## config.mk

```make
export PLATFORM = sky130hd
export DESIGN_NAME = ring_successor_lookup_unit
export DESIGN_NICKNAME = d
export VERILOG_FILES = /design/src/sv/rsl_pkg.sv /design/src/sv/rsl_ram.sv /design/src/sv/rsl_mod.sv /design/src/sv/ring_successor_lookup_unit.sv
export SDC_FILE = /design/constraint.sdc
export NUM_CORES = 1
export LEC_CHECK = 0
export BUFFER_PORTS_ARGS = -buffer_cell sky130_fd_sc_hd__buf_2
export CORE_MARGIN = 3
export CORE_UTILIZATION = 45
export CTS_CLUSTER_DIAMETER = 80
export DETAILED_ROUTE_END_ITERATION = 12
export PLACE_DENSITY = 0.65
export SLEW_MARGIN = 5
export SYNTH_ARGS = -nofsm -noshare
export SYNTH_HDL_FRONTEND = slang
export SYNTH_SLANG_ARGS = --single-unit
```

## constraint.sdc

```tcl
create_clock -name clk_i -period 4.3 [get_ports clk_i]
set_input_delay 0.215 -clock clk_i [delete_from_list [all_inputs] [get_ports clk_i]]
set_output_delay 0.215 -clock clk_i [all_outputs]
set_load 0.05 [all_outputs]
```

## src/sv/rsl_pkg.sv

```systemverilog
// Shared types, constants and helpers for the ring successor lookup block.
// Used by the top level and its modulo submodule; depends on nothing.
package rsl_pkg;

  localparam int RING_SIZE_DEF = 512;
  localparam int HS_W          = 10;
  localparam int VAL_W         = 16;
  localparam int OUT_W         = 9;
  localparam int WORD_W        = 32;
  localparam int WORD_BW       = 5;

  localparam logic [HS_W-1:0] HS_RESET = 10'd512;

  typedef enum logic {
    CMD_ADD    = 1'b0,
    CMD_LOOKUP = 1'b1
  } cmd_e;

  typedef enum logic [2:0] {
    ST_IDLE,
    ST_MOD,
    ST_ADD_RD,
    ST_ADD_WR,
    ST_SRCH_RD,
    ST_SRCH_CHK,
    ST_FMOD,
    ST_OUT
  } state_e;

  typedef struct packed {
    logic             command;
    logic [VAL_W-1:0] value;
  } in_item_t;

  typedef struct packed {
    logic [OUT_W-1:0] owner_node;
    logic [OUT_W-1:0] finger0_start;
    logic [OUT_W-1:0] finger0_node;
    logic [OUT_W-1:0] finger1_start;
    logic [OUT_W-1:0] finger1_node;
    logic [OUT_W-1:0] finger2_start;
    logic [OUT_W-1:0] finger2_node;
    logic             ring_empty;
  } out_item_t;

  // Index of the lowest set bit; zero when the word is empty.
  function automatic logic [WORD_BW-1:0] lowest_set(input logic [WORD_W-1:0] w);
    logic [WORD_BW-1:0] idx;
    idx = '0;
    for (int i = WORD_W - 1; i >= 0; i--) begin
      if (w[i]) idx = WORD_BW'(i);
    end
    return idx;
  endfunction

endpackage

```

## src/sv/rsl_ram.sv

```systemverilog
// Generic single-port-write, single-port-read RAM with a registered read.
// Stand-alone; holds the membership words of the ring successor lookup.
module rsl_ram #(
  parameter int WIDTH = 32,
  parameter int DEPTH = 16
) (
  input  logic                                 clk_i,
  input  logic                                 we_i,
  input  logic [(DEPTH > 1 ? $clog2(DEPTH) : 1)-1:0] waddr_i,
  input  logic [WIDTH-1:0]                     wdata_i,
  input  logic [(DEPTH > 1 ? $clog2(DEPTH) : 1)-1:0] raddr_i,
  output logic [WIDTH-1:0]                     rdata_o
);

  logic [WIDTH-1:0] mem [DEPTH];
  logic [WIDTH-1:0] rdata_q;

  always_ff @(posedge clk_i) begin
    if (we_i) mem[waddr_i] <= wdata_i;
    rdata_q <= mem[raddr_i];
  end

  assign rdata_o = rdata_q;

endmodule

```

## src/sv/rsl_mod.sv

```systemverilog
// Bit-serial restoring remainder unit: one dividend bit per cycle.
// Depends on rsl_pkg for the dividend width.
module rsl_mod #(
  parameter int DIV_W = 10,
  parameter int REM_W = 9
) (
  input  logic                     clk_i,
  input  logic                     rst_ni,
  input  logic                     start_i,
  input  logic [rsl_pkg::VAL_W-1:0] dividend_i,
  input  logic [DIV_W-1:0]         divisor_i,
  output logic                     done_o,
  output logic [REM_W-1:0]         rem_o
);

  localparam int VW = rsl_pkg::VAL_W;
  localparam int CW = $clog2(VW + 1);

  logic          busy_q;
  logic          done_q;
  logic [CW-1:0] cnt_q;
  logic [VW-1:0] a_q;
  logic [DIV_W-1:0] m_q;
  logic [DIV_W-1:0] rem_q;

  logic [DIV_W:0]   trial;
  logic             ge;
  logic [DIV_W-1:0] rem_d;

  always_comb begin
    trial = {rem_q, a_q[VW-1]};
    ge    = trial >= {1'b0, m_q};
    rem_d = ge ? DIV_W'(trial - {1'b0, m_q}) : DIV_W'(trial);
  end

  always_ff @(posedge clk_i or negedge rst_ni) begin
    if (!rst_ni) begin
      busy_q <= 1'b0;
      done_q <= 1'b0;
      cnt_q  <= '0;
    end else begin
      done_q <= 1'b0;
      if (start_i) begin
        busy_q <= 1'b1;
        cnt_q  <= CW'(VW);
      end else if (busy_q) begin
        cnt_q <= cnt_q - 1'b1;
        if (cnt_q == CW'(1)) begin
          busy_q <= 1'b0;
          done_q <= 1'b1;
        end
      end
    end
  end

  always_ff @(posedge clk_i) begin
    if (start_i) begin
      a_q   <= dividend_i;
      m_q   <= divisor_i;
      rem_q <= '0;
    end else if (busy_q) begin
      a_q   <= {a_q[VW-2:0], 1'b0};
      rem_q <= rem_d;
    end
  end

  assign done_o = done_q;
  assign rem_o  = REM_W'(rem_q);

endmodule

```

## src/sv/ring_successor_lookup_unit.sv

```systemverilog
// Ring successor lookup: keeps node identifiers of a hash ring as a bit map in
// a word-wide RAM and answers lookups with the owner node and three fingers.
// Depends on rsl_pkg, rsl_mod and rsl_ram.
//
// One item at a time; in_stall_o is high while an item is in work. Every item
// first goes through the shared bit-serial modulo unit. An add then does a
// read-modify-write of one map word. A lookup runs four successor searches
// (owner, then each finger), each preceded by a modulo pass; a search reads one
// 32-bit map word at a time (ST_SRCH_RD, then ST_SRCH_CHK), priority-encodes it,
// and visits at most (RING_SIZE + 31)/32 + 1 words. A lookup can wait in ST_OUT
// for the output register to free up. A lookup on an empty ring ends after its
// modulo pass. The finished result sits in an output register, so the next item
// can start while it waits to be taken.
// Map words carry valid bits in flops, so no clearing pass follows reset.
module ring_successor_lookup_unit #(
  parameter int RING_SIZE = rsl_pkg::RING_SIZE_DEF
) (
  input  logic                     clk_i,
  input  logic                     rst_ni,
  input  logic                     in_valid_i,
  output logic                     in_stall_o,
  input  rsl_pkg::in_item_t        in_item_i,
  output logic                     out_valid_o,
  input  logic                     out_stall_i,
  output rsl_pkg::out_item_t       out_item_o,
  input  logic                     cfg_we_i,
  input  logic [rsl_pkg::HS_W-1:0] cfg_wdata_i
);

  localparam int WW = rsl_pkg::WORD_W;
  localparam int BW = rsl_pkg::WORD_BW;
  localparam int VW = rsl_pkg::VAL_W;
  localparam int OW = rsl_pkg::OUT_W;
  localparam int NW = (RING_SIZE + WW - 1) / WW;
  localparam int AW = NW > 1 ? $clog2(NW) : 1;
  localparam int PW = $clog2(RING_SIZE);
  localparam int SW = $clog2(RING_SIZE + 1);

  rsl_pkg::state_e state_q, state_d;

  logic [rsl_pkg::HS_W-1:0] hash_space_q;
  logic                     nonempty_q;
  logic [NW-1:0]            vld_q;
  logic                     out_valid_q;
  logic [1:0]               tgt_q;
  logic                     first_q;

  rsl_pkg::cmd_e      cmd_q;
  logic [SW-1:0]      space_q;
  logic [PW-1:0]      pos_q;
  logic [AW-1:0]      widx_q;
  logic [PW-1:0]      owner_q;
  logic [PW-1:0]      fstart_q [3];
  logic [PW-1:0]      fnode_q  [3];
  rsl_pkg::out_item_t out_q;

  logic [SW-1:0] space_sel;
  logic          mod_start;
  logic [VW-1:0] mod_dividend;
  logic          mod_done;
  logic [PW-1:0] mod_rem;
  logic [AW-1:0] rem_word;

  logic          ram_we;
  logic [WW-1:0] ram_wdata;
  logic [WW-1:0] ram_rdata;
  logic [WW-1:0] cur_word;
  logic [WW-1:0] masked;
  logic [BW-1:0] pos_bit;
  logic [BW-1:0] enc;
  logic          hit;
  logic [PW-1:0] found;
  logic [PW-1:0] owner_src;
  logic          out_load;
  logic [1:0]    tgt_prev;

  // A zero or oversized modulus falls back to the full ring.
  assign space_sel = (hash_space_q == '0 || 32'(hash_space_q) > 32'(RING_SIZE)) ?
                     SW'(RING_SIZE) : SW'(hash_space_q);

  assign rem_word  = AW'(mod_rem >> BW);
  assign pos_bit   = BW'(pos_q);
  assign cur_word  = vld_q[widx_q] ? ram_rdata : '0;
  // The first word of a search only counts bits at or above the start.
  assign masked    = first_q ? (cur_word & ({WW{1'b1}} << pos_bit)) : cur_word;
  assign hit       = |masked;
  assign enc       = rsl_pkg::lowest_set(masked);
  assign found     = PW'({widx_q, enc});
  assign owner_src = (tgt_q == 2'd0) ? found : owner_q;
  assign ram_wdata = cur_word | (WW'(1) << pos_bit);
  assign tgt_prev  = tgt_q - 2'd1;

  always_comb begin
    state_d      = state_q;
    mod_start    = 1'b0;
    mod_dividend = in_item_i.value;
    ram_we       = 1'b0;
    out_load     = 1'b0;
    case (state_q)
      rsl_pkg::ST_IDLE: begin
        if (in_valid_i) begin
          mod_start = 1'b1;
          state_d   = rsl_pkg::ST_MOD;
        end
      end
      rsl_pkg::ST_MOD: begin
        if (mod_done) begin
          if (cmd_q == rsl_pkg::CMD_ADD) state_d = rsl_pkg::ST_ADD_RD;
          else if (!nonempty_q)          state_d = rsl_pkg::ST_OUT;
          else                           state_d = rsl_pkg::ST_SRCH_RD;
        end
      end
      rsl_pkg::ST_ADD_RD: state_d = rsl_pkg::ST_ADD_WR;
      rsl_pkg::ST_ADD_WR: begin
        ram_we  = 1'b1;
        state_d = rsl_pkg::ST_IDLE;
      end
      rsl_pkg::ST_SRCH_RD: state_d = rsl_pkg::ST_SRCH_CHK;
      rsl_pkg::ST_SRCH_CHK: begin
        if (!hit) begin
          state_d = rsl_pkg::ST_SRCH_RD;
        end else if (tgt_q == 2'd3) begin
          state_d = rsl_pkg::ST_OUT;
        end else begin
          // next finger start: owner plus 1, 2 or 4
          mod_start    = 1'b1;
          mod_dividend = VW'(owner_src) + (VW'(1) << tgt_q);
          state_d      = rsl_pkg::ST_FMOD;
        end
      end
      rsl_pkg::ST_FMOD: begin
        if (mod_done) state_d = rsl_pkg::ST_SRCH_RD;
      end
      rsl_pkg::ST_OUT: begin
        if (!out_valid_q || !out_stall_i) begin
          out_load = 1'b1;
          state_d  = rsl_pkg::ST_IDLE;
        end
      end
      default: state_d = rsl_pkg::ST_IDLE;
    endcase
  end

  always_ff @(posedge clk_i or negedge rst_ni) begin
    if (!rst_ni) begin
      state_q      <= rsl_pkg::ST_IDLE;
      hash_space_q <= rsl_pkg::HS_RESET;
      nonempty_q   <= 1'b0;
      vld_q        <= '0;
      out_valid_q  <= 1'b0;
      tgt_q        <= '0;
      first_q      <= 1'b0;
    end else begin
      state_q <= state_d;
      if (cfg_we_i) hash_space_q <= cfg_wdata_i;
      if (ram_we) begin
        vld_q[widx_q] <= 1'b1;
        nonempty_q    <= 1'b1;
      end
      if (out_load)         out_valid_q <= 1'b1;
      else if (!out_stall_i) out_valid_q <= 1'b0;
      if (state_q == rsl_pkg::ST_IDLE) tgt_q <= '0;
      else if (mod_start)              tgt_q <= tgt_q + 2'd1;
      if (mod_done)                    first_q <= 1'b1;
      else if (state_q == rsl_pkg::ST_SRCH_CHK) first_q <= 1'b0;
    end
  end

  always_ff @(posedge clk_i) begin
    if (state_q == rsl_pkg::ST_IDLE && in_valid_i) begin
      cmd_q   <= rsl_pkg::cmd_e'(in_item_i.command);
      space_q <= space_sel;
    end
    if (mod_done) begin
      pos_q  <= mod_rem;
      widx_q <= rem_word;
      if (state_q == rsl_pkg::ST_FMOD) fstart_q[tgt_prev] <= mod_rem;
    end
    if (state_q == rsl_pkg::ST_SRCH_CHK) begin
      if (!hit) begin
        // advance to the next word, wrap to the bottom of the map
        widx_q <= (widx_q == AW'(NW - 1)) ? '0 : widx_q + 1'b1;
      end else if (tgt_q == 2'd0) begin
        owner_q <= found;
      end else begin
        fnode_q[tgt_prev] <= found;
      end
    end
    if (out_load) begin
      if (!nonempty_q) begin
        out_q.owner_node    <= '0;
        out_q.finger0_start <= '0;
        out_q.finger0_node  <= '0;
        out_q.finger1_start <= '0;
        out_q.finger1_node  <= '0;
        out_q.finger2_start <= '0;
        out_q.finger2_node  <= '0;
        out_q.ring_empty    <= 1'b1;
      end else begin
        out_q.owner_node    <= OW'(owner_q);
        out_q.finger0_start <= OW'(fstart_q[0]);
        out_q.finger0_node  <= OW'(fnode_q[0]);
        out_q.finger1_start <= OW'(fstart_q[1]);
        out_q.finger1_node  <= OW'(fnode_q[1]);
        out_q.finger2_start <= OW'(fstart_q[2]);
        out_q.finger2_node  <= OW'(fnode_q[2]);
        out_q.ring_empty    <= 1'b0;
      end
    end
  end

  rsl_mod #(
    .DIV_W (SW),
    .REM_W (PW)
  ) u_mod (
    .clk_i      (clk_i),
    .rst_ni     (rst_ni),
    .start_i    (mod_start),
    .dividend_i (mod_dividend),
    .divisor_i  (state_q == rsl_pkg::ST_IDLE ? space_sel : space_q),
    .done_o     (mod_done),
    .rem_o      (mod_rem)
  );

  rsl_ram #(
    .WIDTH (WW),
    .DEPTH (NW)
  ) u_map (
    .clk_i   (clk_i),
    .we_i    (ram_we),
    .waddr_i (widx_q),
    .wdata_i (ram_wdata),
    .raddr_i (widx_q),
    .rdata_o (ram_rdata)
  );

  assign in_stall_o  = state_q != rsl_pkg::ST_IDLE;
  assign out_valid_o = out_valid_q;
  assign out_item_o  = out_q;

  a_mod_done_in_wait: assert property (@(posedge clk_i) disable iff (!rst_ni)
    mod_done |-> (state_q == rsl_pkg::ST_MOD || state_q == rsl_pkg::ST_FMOD))
    else $error("modulo result arrived outside a wait state");

  a_write_marks_word: assert property (@(posedge clk_i) disable iff (!rst_ni)
    ram_we |=> (vld_q[$past(widx_q)] && nonempty_q))
    else $error("map write did not mark its word valid");

  a_search_needs_member: assert property (@(posedge clk_i) disable iff (!rst_ni)
    (state_q == rsl_pkg::ST_SRCH_RD) |-> nonempty_q)
    else $error("successor search started on an empty ring");

  a_empty_result_zero: assert property (@(posedge clk_i) disable iff (!rst_ni)
    (out_valid_q && out_q.ring_empty) |->
      (out_q.owner_node == '0 && out_q.finger0_node == '0 &&
       out_q.finger2_start == '0 && out_q.finger2_node == '0))
    else $error("empty ring result carries nonzero fields");

endmodule

```

# == After elaboration in Yosys (flattened, before gate mapping) ==
# Memories as Yosys holds them, arrays and structs flattened. A register that Yosys moved wholly into a read port is not among the register bits.
# Cells that the tools add are included.
# totals
reg_bits,116
latch_bits,0
ram_bits,566
mem_bits_ro,0
word_cells,167
n_memories,3
# classes
add_sub_neg,6
mul,0
n_div,0
n_lt_le_gt_ge,4
eq_ne,15
shifts,3
mux,91
n_bitwise,3
reduce_logical,22
# mem_list
memory,depth,width,rd,rd_clocked_by_memory_dff,wr,line,source
u_map.mem,16,32,1,1,1,rsl_ram.sv:15,logic [WIDTH-1:0] mem [DEPTH];
fnode_q,3,9,3,3,1,ring_successor_lookup_unit.sv:54,logic [PW-1:0] fnode_q [3];
fstart_q,3,9,3,3,1,ring_successor_lookup_unit.sv:53,logic [PW-1:0] fstart_q [3];
# op_table
cell,count
5-bit two-way mux,34
16-bit two-way mux,5
32-bit two-way mux,2
32-bit AND,1
32-bit OR,1
32-bit OR reduction,1
1-bit by 5-bit << shifter with 32-bit output (first input constant),1
32-bit by 5-bit << shifter with 32-bit output (first input constant),1
10-bit two-way mux,3
1-bit two-way mux,29
3-bit one-hot mux with 8 select lines,1
9-bit by 16-bit adder with 16-bit output,1
4-bit two-way mux,4
16-bit OR,1
1-bit by 2-bit << shifter with 16-bit output (first input constant),1
3-bit two-way mux,5
3-bit equality test (second input constant),4
11-bit by 10-bit greater-or-equal comparator with 1-bit output,1
10-bit > comparator (second input constant),1
10-bit zero test,1
10-bit subtractor,1
9-bit two-way mux,1
1-bit zero test,8
2-bit two-way mux,4
other kinds (24),32

# == Longest topological paths before layout ==
# Gate-level depths: netlist of the first run.
# logic_depth
ltp_word,43
mapped_depth,17
ltp_nobuf,15

# == Hierarchy ==
# Synthesis of the first run repeated with hierarchy kept, for this count alone.
# hier_totals
hier_cells,1776
hier_area_um2,30909.6
# by_module_without_submodules
module,n_inst,cells_each,area_per_inst_um2,seq_area_each_um2
rsl_ram,1,838,19835.3,16015.4
ring_successor_lookup_unit,1,735,8703.3,5226.3
rsl_mod,1,203,2371.0,1156.1

# == Worst setup path after synthesis of the first run ==
# No wires, ideal clock.
# synth_path
path_kind,register to register
start,register state_q[2]
end,register out_q (netlist bit out_item_o[0]) (enable)
setup_time_ns,0.507
arrival_time_ns,4.041
slack_ns,-0.248
stages_incl_launch_ff,5
n_path_buf,2
synth_period_minus_slack_ns,4.548
path_cell_list,dfrtp_1 -> clkbuf_1 -> clkbuf_1 -> nand3_1 -> a21oi_1
# synth_between
elab_chain_len,2
# synth_rtl
element,line,source
start: declaration,ring_successor_lookup_unit.sv:39,"rsl_pkg::state_e state_q, state_d;"
start signal: assignment,ring_successor_lookup_unit.sv:146,state_q <= rsl_pkg::ST_IDLE;
start signal: assignment,ring_successor_lookup_unit.sv:154,state_q <= state_d;
3-bit equality test,ring_successor_lookup_unit.sv:99,case (state_q)
1-bit two-way mux,ring_successor_lookup_unit.sv:99,
via out_load,ring_successor_lookup_unit.sv:74,logic out_load;
end: declaration,ring_successor_lookup_unit.sv:55,rsl_pkg::out_item_t out_q;
# The timed path passes the listed nets, and every way through them passes these cells.
# A chain may end at the register's enable or synchronous reset.

# == Worst setup path after layout of the first run ==
# layout_path
start,register pos_q[1]
end,"register u_mod.a_q[8], data pin"
# layout_between
elab_chain_len,41
word_cells_on_any_way,44
# layout_rtl
element,line,source
start: declaration,ring_successor_lookup_unit.sv:50,logic [PW-1:0] pos_q;
start signal: assignment,ring_successor_lookup_unit.sv:175,pos_q <= mod_rem;
32-bit by 5-bit << shifter with 32-bit output (*),ring_successor_lookup_unit.sv:85,assign masked = first_q ? (cur_word & ({WW{1'b1}} << pos_bit)) : cur_word;
32-bit AND (*),ring_successor_lookup_unit.sv:85,
32-bit two-way mux (*),ring_successor_lookup_unit.sv:85,
5-bit two-way mux (31 in a row),rsl_pkg.sv:51,if (w[i]) idx = WORD_BW'(i);
5-bit two-way mux (*),rsl_pkg.sv:51,
via enc[1],ring_successor_lookup_unit.sv:70,logic [BW-1:0] enc;
9-bit two-way mux (*),--,
via owner_src[1],ring_successor_lookup_unit.sv:73,logic [PW-1:0] owner_src;
9-bit by 16-bit adder with 16-bit output (*),ring_successor_lookup_unit.sv:127,mod_dividend = VW'(owner_src) + (VW'(1) << tgt_q);
16-bit two-way mux (*),ring_successor_lookup_unit.sv:122,end else if (tgt_q == 2'd3) begin
16-bit two-way mux (*),ring_successor_lookup_unit.sv:120,if (!hit) begin
16-bit two-way mux (*),ring_successor_lookup_unit.sv:99,
16-bit two-way mux (*),rsl_mod.sv:57,if (start_i) begin
end signal: assignment,rsl_mod.sv:58,a_q <= dividend_i;
end signal: assignment,rsl_mod.sv:62,"a_q <= {a_q[VW-2:0], 1'b0};"
end: declaration,rsl_mod.sv:22,logic [VW-1:0] a_q;
# Mark *: on every way through the listed nets, which the timed path passes. The rest lies on a longest branch.

==> impl_results.md, run 1 <==
* RSZ-0062 raised after global routing: no
* Syn. warnings at 0
* Layout cell share with drive strength beyond 1 at 0.2754
* Synth cell count leaders: edfxtp_1, mux4_2, nand2_1, o21ai_0, and2_1
* Status: finished clean
* Setup Buffers After CTS at 0
* Multi-input logic area at 8013 um2
* Seq pwr share at 0.433
* Setup slack after placement at about 0.36 ns
* Syn nets at 1778
* Grt total ovfl at 0
* Leading cell type by number of instances after synthesis: edfxtp_1
* Largest net degree at the start of global routing at 101
* Core Area at 67630 um2
* Hold Slack at 0.04332 ns
* Sequential fraction of the synthesis area at 0.7248
* H-tree depth at 3
* Vias at approximately 16k
* Avg Inst Size Synth at 17.96 um2
* Setup crit start kind: register
* Pwr per Cell Area at 689.9 nW/um2
* Tcrit/Tclk final at 0.9240
* Post-synthesis cell count at 1721
* Static Leak at roughly 12 nW
* Setup crit end kind: register
* Sw frac at 0.3128
* Synth top area cells: edfxtp_1, mux4_2, dfrtp_1
* Initial Utilization at 0.4569
* Setup CP Type: register to register
* Post-synth ARST share at 0.05339
* Int Power at 16.97 mW
* Routability Congestion at 0.8903
* I/O pin count at slightly below 100
* CTS Buf Count at 80
* Vias in the first global route at 16.55k
* First-pass GRT wire length at 106000 um
* Vias per Instance at 5.659
* CTS root buffer: clkbuf_16
* Cell Count, Final, Fillers Out at 2853
* TritonCTS clock tree: yes
* Crit path max fanout at 10
* Synth-to-Final Area Change at 15.81%
* Antenna violations before repair at 2
* Post-DP HPWL at around 40000 um
* Clock slew at reported path FFs at 0.06 ns
* Yosys top cell area share at 0.6618
* Dominant cell type by area after synthesis: edfxtp_1
* Worst Hold Class: primary input to register
* Worst VDD drop at between 0.3 and 0.4 mV
* Fin crit period at just under 4 ns
* Critical Path Max Stage Delay at 0.62 ns
* Worst Slack Setup Final at 0.3267 ns
* Worst rel slew slack at 0.2721
* Top FF cell, synth: edfxtp_1
* Inst Count DP at 2670
* Max clock buf depth at 3
* F_max at 251.7 MHz
* Fill cells at roughly 5.2k
* Worst EP required at 4.66 ns
* Site row count at 95
* Worst-margin pin slew at approximately 1.1 ns
* Setup TNS at 0 ns
* Register Area at 22410 um2
* Final Max Tran Viols at 0
* PortBufs at 97
* Mapped cell area at 30900 um2
* Average wire per standard cell at 24.62 um
* Critical path's slowest cell: edfxtp_1
* TritonRoute pass-1 iters at 5
* Power, Total at around 25 mW
* Chip width at between 200 and 300 um
* Later-pin clock latency in the skew report at 0.62 ns
* Crit path cell chain: nand4_2, o21a_1, o22ai_1, a31oi_1, o211ai_1, a21oi_1, o21ai_0, a31oi_1, mux2_2, fa_1, a21o_1, a21oi_1, nor3_1, xnor2_1, o21ai_1
* Drt total wl at 70240 um
* Gate power share at 0.287
* Post-CTS sizing at 0
* Synth Register Bits at 768
* DRC Markers at 0
* MaxCap Viol Count at 0
* GRT Util Overall at 0.1992
* Clock tree sinks at 768
* Worst Skew at 0.02563 ns
* Routed Antenna Nets at 0
* Die area at 71850 um2
* P_sw at 7.722 mW
* Clk network pwr share at 0.280
* Worst Path Arrival at 4.33 ns
* Die span in y at 268.0 um
* EDFF count, synth at roughly 680
* Distinct cells, synth at 90
* Iteration-0 DRC Markers at 1480
* Final setup violation count at 0
* Final hold vios at 0
* Layout net count at 1969
==> routing by layer <==
metal	part of all wire	vias to the layer above	GRT usage
li1	-	7182	-
met1	0.43	8392	0.2829
met2	0.49	495	0.3256
met3	0.058	76	0.02912
met4	0.019	0	0.05571
met5	0	-	0
==> metrics by stage <==
step                cell area (um2)    util
detailed placement            32760  0.4843
floorplan                     30900       -
global placement              32750  0.4842
global route                  35790  0.5291
finish                        35790  0.5291
CTS                           35780  0.5291
==> flip-flops by register name (all words and copies together) (netlist names), 2 cells and up <==
name,cells
u_map.mem,512
out_item_o,64
u_map.rdata_o,32
fnode_q,27
fstart_q,27
u_mod.a_q,16
vld_q,16
hash_space_q,10
space_q,10
u_mod.m_q,10
u_mod.rem_q,10
owner_q,9
pos_q,5
u_mod.cnt_q,5
widx_q,4
state_q,3
tgt_q,2
==> layout by cell type, fill, tap and decap left out, types with 22 or more instances in the layout <==
cell and count:
nor2_1 42, and2_1 71, clkbuf_16 87, dlygate4sd3_1 33, buf_4 57, o21ai_0 72, nand2_1 119, mux4_2 165
dfxtp_1 42, ha_1 23, a21oi_1 39, edfxtp_1 681, nand3_1 24, inv_1 30, dfrtp_1 40, mux2_2 22
buf_2 97
==> worst paths after layout <==
path                                       start                      to  slack (ns)  cells after the start
max                           pos_q[1]$_DFFE_PP_  u_mod.a_q[8]$_DFFE_PP_        0.33                     15
min                                 in_item_i[5]  u_mod.a_q[5]$_DFFE_PP_        0.04                      4
max reg2reg                   pos_q[1]$_DFFE_PP_  u_mod.a_q[8]$_DFFE_PP_        0.33                     15
min reg2reg                vld_q[15]$_DFFE_PN0P_   vld_q[15]$_DFFE_PN0P_        0.46                      1
max in group asynchronous                 rst_ni   vld_q[14]$_DFFE_PN0P_        3.32                      2
min in group asynchronous                 rst_ni    tgt_q[1]$_DFFE_PN0P_        0.32                      2
==> critical path, delay by kind of cell (launching register included) <==
kind | cells | cell delay [ns]
adder cells (fa/ha/maj) | 1 | 0.46
multiplexers | 1 | 0.35
flip-flops | 1 | 0.62
AO/OA/AOI/OAI | 10 | 1.80
AND/OR/NAND/NOR | 2 | 0.34
XOR/XNOR | 1 | 0.16
==> final cells by class <==
class / instances / area share
antenna: 1 / 0.00006993
clock buffer: 108 / 0.06528
tap: 873 / 0.03052
inverter: 34 / 0.003566
sequential: 768 / 0.6262
multi-input combinational: 831 / 0.2239
timing repair buffer: 197 / 0.04035
clock inverter: 41 / 0.01007
==> power groups by stage <==
stage / Sequential (mW) / Combinational [mW] / Clock, mW
after floorplan: 10.7 / 5.03 / 0
after global placement: 10.8 / 6.96 / 0
after detailed placement: 10.8 / 7.12 / 0
after CTS: 10.7 / 7.16 / 7.06
after global routing: 10.8 / 7.78 / 7.42
final: 10.7 / 7.09 / 6.91
==> repair_timing <==
item                       in CTS  in global routing
hold buffers                   33                  0
hold endpoints to repair       67                  0
setup endpoints to repair       0                  0
==> cells by family (layout without fill, tap and decap cells) <==
kind of cell,Yosys count,after routing,synth area share
adder cells (fa/ha/maj),26,26,0.01093
AND/OR/NAND/NOR,376,376,0.06313
XOR/XNOR,16,16,0.004535
buffers and inverters,122,380,0.01980
flip-flops,768,768,0.7248
AO/OA/AOI/OAI,218,218,0.04592
other,0,1,0
multiplexers,195,195,0.1309
Power figures use the tool's default switching activity.
==> run 2: changes to the inputs <==
--- a/config.mk
+++ b/config.mk
@@ -7,11 +7,12 @@
 export LEC_CHECK = 0
 export BUFFER_PORTS_ARGS = -buffer_cell sky130_fd_sc_hd__buf_2
 export CORE_MARGIN = 3
-export CORE_UTILIZATION = 45
+export CORE_UTILIZATION = 31
 export CTS_CLUSTER_DIAMETER = 80
 export DETAILED_ROUTE_END_ITERATION = 12
-export PLACE_DENSITY = 0.65
+export PLACE_DENSITY = 0.49
 export SLEW_MARGIN = 5
 export SYNTH_ARGS = -nofsm -noshare
 export SYNTH_HDL_FRONTEND = slang
+export SYNTH_HIERARCHICAL = 1
 export SYNTH_SLANG_ARGS = --single-unit
==> run 2 against run 1 <==
Compared with the run above: combinational power grew 7.9%; worst hold slack worse by 0.0049 ns; clock-buffer cell count up 11; critical path type unchanged; core utilization decreased by 16 points; register-to-register slack got worse by 0.12 ns; non-clock buffer count rose by 34; die area is 44% higher; synthesized cell count increased by 3.2%; setup slack lost 0.12 ns; largest cell class unchanged; highest routed layer is now met5; global-route usage shrank 5.0 points.
==> impl_results.md, run 2 <==
* Post-synth ARST share at 0.05339 (unchanged)
* CP startpoint: pos_q[1]$_DFFE_PP_ (unchanged)
* Top delay family on crit path: compound AO/OA/AOI/OAI gates (unchanged)
* Clk network pwr share at 0.279 (was 0.280)
* Worst Skew at 0.03097 ns (was 0.02563 ns)
* Clock slew at reported path FFs at 0.06 ns (about the same)
* Hold path start: in_item_i[3] (was in_item_i[5])
* Sequential fraction of the synthesis area at 0.7246 (was 0.7248)
* Avg Inst Size Synth at 17.40 um2 (was 17.96 um2)
* CTS Buf Count at 84 (was 80)
* F_max at 244.4 MHz (was 251.7 MHz)
* Final setup violation count at 0 (unchanged)
* Worst Hold Class: primary input to register (unchanged)
* I/O pin count at 98 (unchanged)
* Setup slack after placement at 0.1293 ns (was 0.3573 ns)
* Worst VDD drop at 0.3112 mV (was 0.3987 mV)
* Site row count at 115 (was 95)
* Most common cell after layout, fill and taps aside: edfxtp_1 (unchanged)
* DRC Markers at 0 (unchanged)
* Launching point of the worst reg2reg path: pos_q[1]$_DFFE_PP_ (unchanged)
* Setup CP Type: register to register (unchanged)
* Synth-to-Final Area Change at 18.60% (was 15.81%)
* Reg with most FFs: u_map/mem (was u_map.mem)
* Iteration-0 DRC Markers at 1466 (was 1480)
* R2R depth at 19 (was 15)
* Fin crit period at 4.092 ns (was 3.973 ns)
* Layout cell share with drive strength beyond 1 at 0.2628 (was 0.2754)
* Tcrit/Tclk final at 0.9516 (was 0.9240)
* Most frequent cells in the layout: edfxtp_1, mux4_2, nand2_1 (unchanged)
* Final core occ at 0.3719 (was 0.5291)
* Critical path depth at 19 (was 15)
* Power, Total at 25.55 mW (was 24.69 mW)
* Die span in y at 321.8 um (was 268.0 um)
* Worst rel slew slack at 0.1488 (was 0.2721)
* Final Max Tran Viols at 0 (unchanged)
* Initial Utilization at 0.3136 (was 0.4569)
* Static Leak at 12.52 nW (was 12.23 nW)
* Crit path cell chain: buf_12, nand4_1, o21ai_2, nand2b_1, a31oi_1, o211ai_1, a31oi_1, o21ai_1, o31a_1, mux2_2, fa_1, nand2_1, nand2_1, a21o_1, nand2_1, or3_1, a21oi_1, a21o_1, mux2_2 (was nand4_2, o21a_1, o22ai_1, a31oi_1, o211ai_1, a21oi_1, o21ai_0, a31oi_1, mux2_2, fa_1, a21o_1, a21oi_1, nor3_1, xnor2_1, o21ai_1)
* Later-pin clock latency in the skew report at 0.65 ns (was 0.62 ns)
* Final hold vios at 0 (unchanged)
* Synth top area cells: edfxtp_1, mux4_2, dfrtp_1 (unchanged)
* Pwr per Cell Area at 696.9 nW/um2 (was 689.9 nW/um2)
* Antenna violations before repair at 3 (was 2)
* Clock tree sinks at 768 (unchanged)
* Layout net count at 2053 (was 1969)
* TritonRoute pass-1 iters at 5 (unchanged)
* Routability Congestion at 0.8436 (was 0.8903)
* GRT Util Overall at 0.1494 (was 0.1992)
* H-tree depth at 3 (unchanged)
* Post-DP HPWL at 47010 um (was 41190 um)
* Routed Antenna Nets at 0 (unchanged)
* Status: finished clean (unchanged)
* Vias per Instance at 4.999 (was 5.659)
* CP endpoint: u_mod/a_q[6]$_DFFE_PP_ (was u_mod.a_q[8]$_DFFE_PP_)
* Yosys top cell area share at 0.6616 (was 0.6618)
* Mapped cell area at 30910 um2 (was 30900 um2)
* Worst Slack Setup Final at 0.2081 ns (was 0.3267 ns)
* Dominant cell type by area after synthesis: edfxtp_1 (unchanged)
* MaxCap Viol Count at 0 (unchanged)
* Drt total wl at 77470 um (was 70240 um)
* Max clock buf depth at 3 (unchanged)
* RSZ-0062 raised after global routing: yes (was no)
* Seq pwr share at 0.422 (was 0.433)
* Largest register FFs at 512 (unchanged)
* First-pass GRT wire length at 114600 um (was 106000 um)
* Core Area at 98560 um2 (was 67630 um2)
* Crit path max fanout at 11 (was 10)
* Setup TNS at 0 ns (unchanged)
* Worst R2R End: u_mod/a_q[6]$_DFFE_PP_ (was u_mod.a_q[8]$_DFFE_PP_)
* CTS root buffer: clkbuf_16 (unchanged)
* Largest net degree at the start of global routing at 58 (was 101)
* Syn. warnings at 6 (was 0)
* P_sw at 8.286 mW (was 7.722 mW)
* Sw frac at 0.3243 (was 0.3128)
* Distinct cells, synth at 87 (was 90)
* Critical path's slowest cell: fa_1 (was edfxtp_1)
* Syn nets at 1833 (was 1778)
* Grt total ovfl at 0 (unchanged)
* Int Power at 17.26 mW (was 16.97 mW)
* Top FF cell, synth: edfxtp_1 (unchanged)
* Worst path most repeated cell: nand2_1
* Die area at 103500 um2 (was 71850 um2)
* Worst EP required at 4.68 ns (was 4.66 ns)
* Vias in the first global route at 17.32k (was 16.55k)
* Setup crit start kind: register (unchanged)
* TritonCTS clock tree: yes (unchanged)
* Gate power share at 0.299 (was 0.287)
* Post-synthesis cell count at 1776 (was 1721)
* CP bufs+invs at 1 (was 0)
* Vias at 16.77k (was 16.15k)
* Worst-margin pin slew at 1.277 ns (was 1.092 ns)
* Chip width at 321.8 um (was 268.0 um)
* EDFF count, synth at 681 (unchanged)
* Average wire per standard cell at 23.10 um (was 24.62 um)
* Synth Register Bits at 768 (unchanged)
* Reg2reg setup slack at 0.21 ns (was 0.33 ns)
* Setup crit end kind: register (unchanged)
* Leading cell type by number of instances after synthesis: edfxtp_1 (unchanged)
* Hold Slack at 0.03839 ns (was 0.04332 ns)
* Synth cell count leaders: edfxtp_1, mux4_2, nand2_1, and2_1, a22oi_1 (was edfxtp_1, mux4_2, nand2_1, o21ai_0, and2_1)
* Worst Path Arrival at 4.48 ns (was 4.33 ns)
* PortBufs at 97 (unchanged)
* Critical Path Max Stage Delay at 0.46 ns (was 0.62 ns)
run 2: metal layers:
metal / part of all wire / global-route usage
met3: 0.055 / 0.02903
met2: 0.48 / 0.2430
met4: 0.025 / 0.04762
met1: 0.44 / 0.2025
met5: 0.00017 / 0
run 2: worst min-delay path by stage:
stage | cells past startpoint | endpoint
after floorplan | 0 | first_q$_DFFE_PN0P_
after global placement | 1 | cmd_q$_DFFE_PP_
after detailed placement | 1 | cmd_q$_DFFE_PP_
after CTS | 4 | u_mod/a_q[8]$_DFFE_PP_
after global routing | 4 | u_mod/a_q[3]$_DFFE_PP_
final | 4 | u_mod/a_q[3]$_DFFE_PP_
run 2: final cells by class:
type | count | area [um2]
fill | 9111 | 61900
sequential | 768 | 22410
multi-input combinational | 875 | 8030
clock buffer | 119 | 2367
timing repair buffer | 231 | 1722
tap | 1287 | 1610
clock inverter | 37 | 386.6
inverter | 36 | 135.1
antenna | 1 | 2.502
run 2: power groups by stage:
stage / Clock (mW) / Sequential, mW / Combinational, mW
5_1_grt: 7.64 / 10.9 / 8.40
3_3_place_gp: 0 / 10.9 / 7.54
2_1_floorplan: 0 / 10.6 / 5.21
4_1_cts: 7.33 / 10.8 / 7.72
6_report: 7.13 / 10.8 / 7.65
3_5_place_dp: 0 / 10.9 / 7.66
run 2: cell families after synthesis:
kind of cell               Yosys count  share of synthesized area
AOI/OAI and AO/OA                  268                    0.06315
xor gates and xnor gates            16                   0.004534
adders and majority gates           25                    0.01061
buffers and inverters              133                    0.02068
DFF                                768                     0.7246
muxes                              175                     0.1121
and+or+nand+nor                    391                    0.06432
run 2: through the flow:
step                      cells  instance area, um2
after floorplan            1776               30910
after global placement     3158               33480
after detailed placement   3158               33480
after CTS                  3349               36590
after global routing       3354               36660
final                      3354               36660
run 2: what timing repair did:
| action | CTS | global route |
|---|---|---|
| setup endpoints to repair | 0 | 6 |
| hold endpoints to repair | 65 | 0 |
| resized for setup | 0 | 7 |
| hold buffers | 35 | 0 |
| buffers inserted | 0 | 3 |
run 2: worst register-to-register path: stages (launching register included):
cell,delay (ns)
edfxtp_1,0.40
buf_12,0.16
nand4_1,0.23
o21ai_2,0.23
nand2b_1,0.07
a31oi_1,0.16
o211ai_1,0.11
a31oi_1,0.27
o21ai_1,0.14
o31a_1,0.28
mux2_2,0.32
fa_1,0.46
nand2_1,0.08
nand2_1,0.06
a21o_1,0.21
nand2_1,0.09
or3_1,0.10
a21oi_1,0.06
a21o_1,0.15
mux2_2,0.25
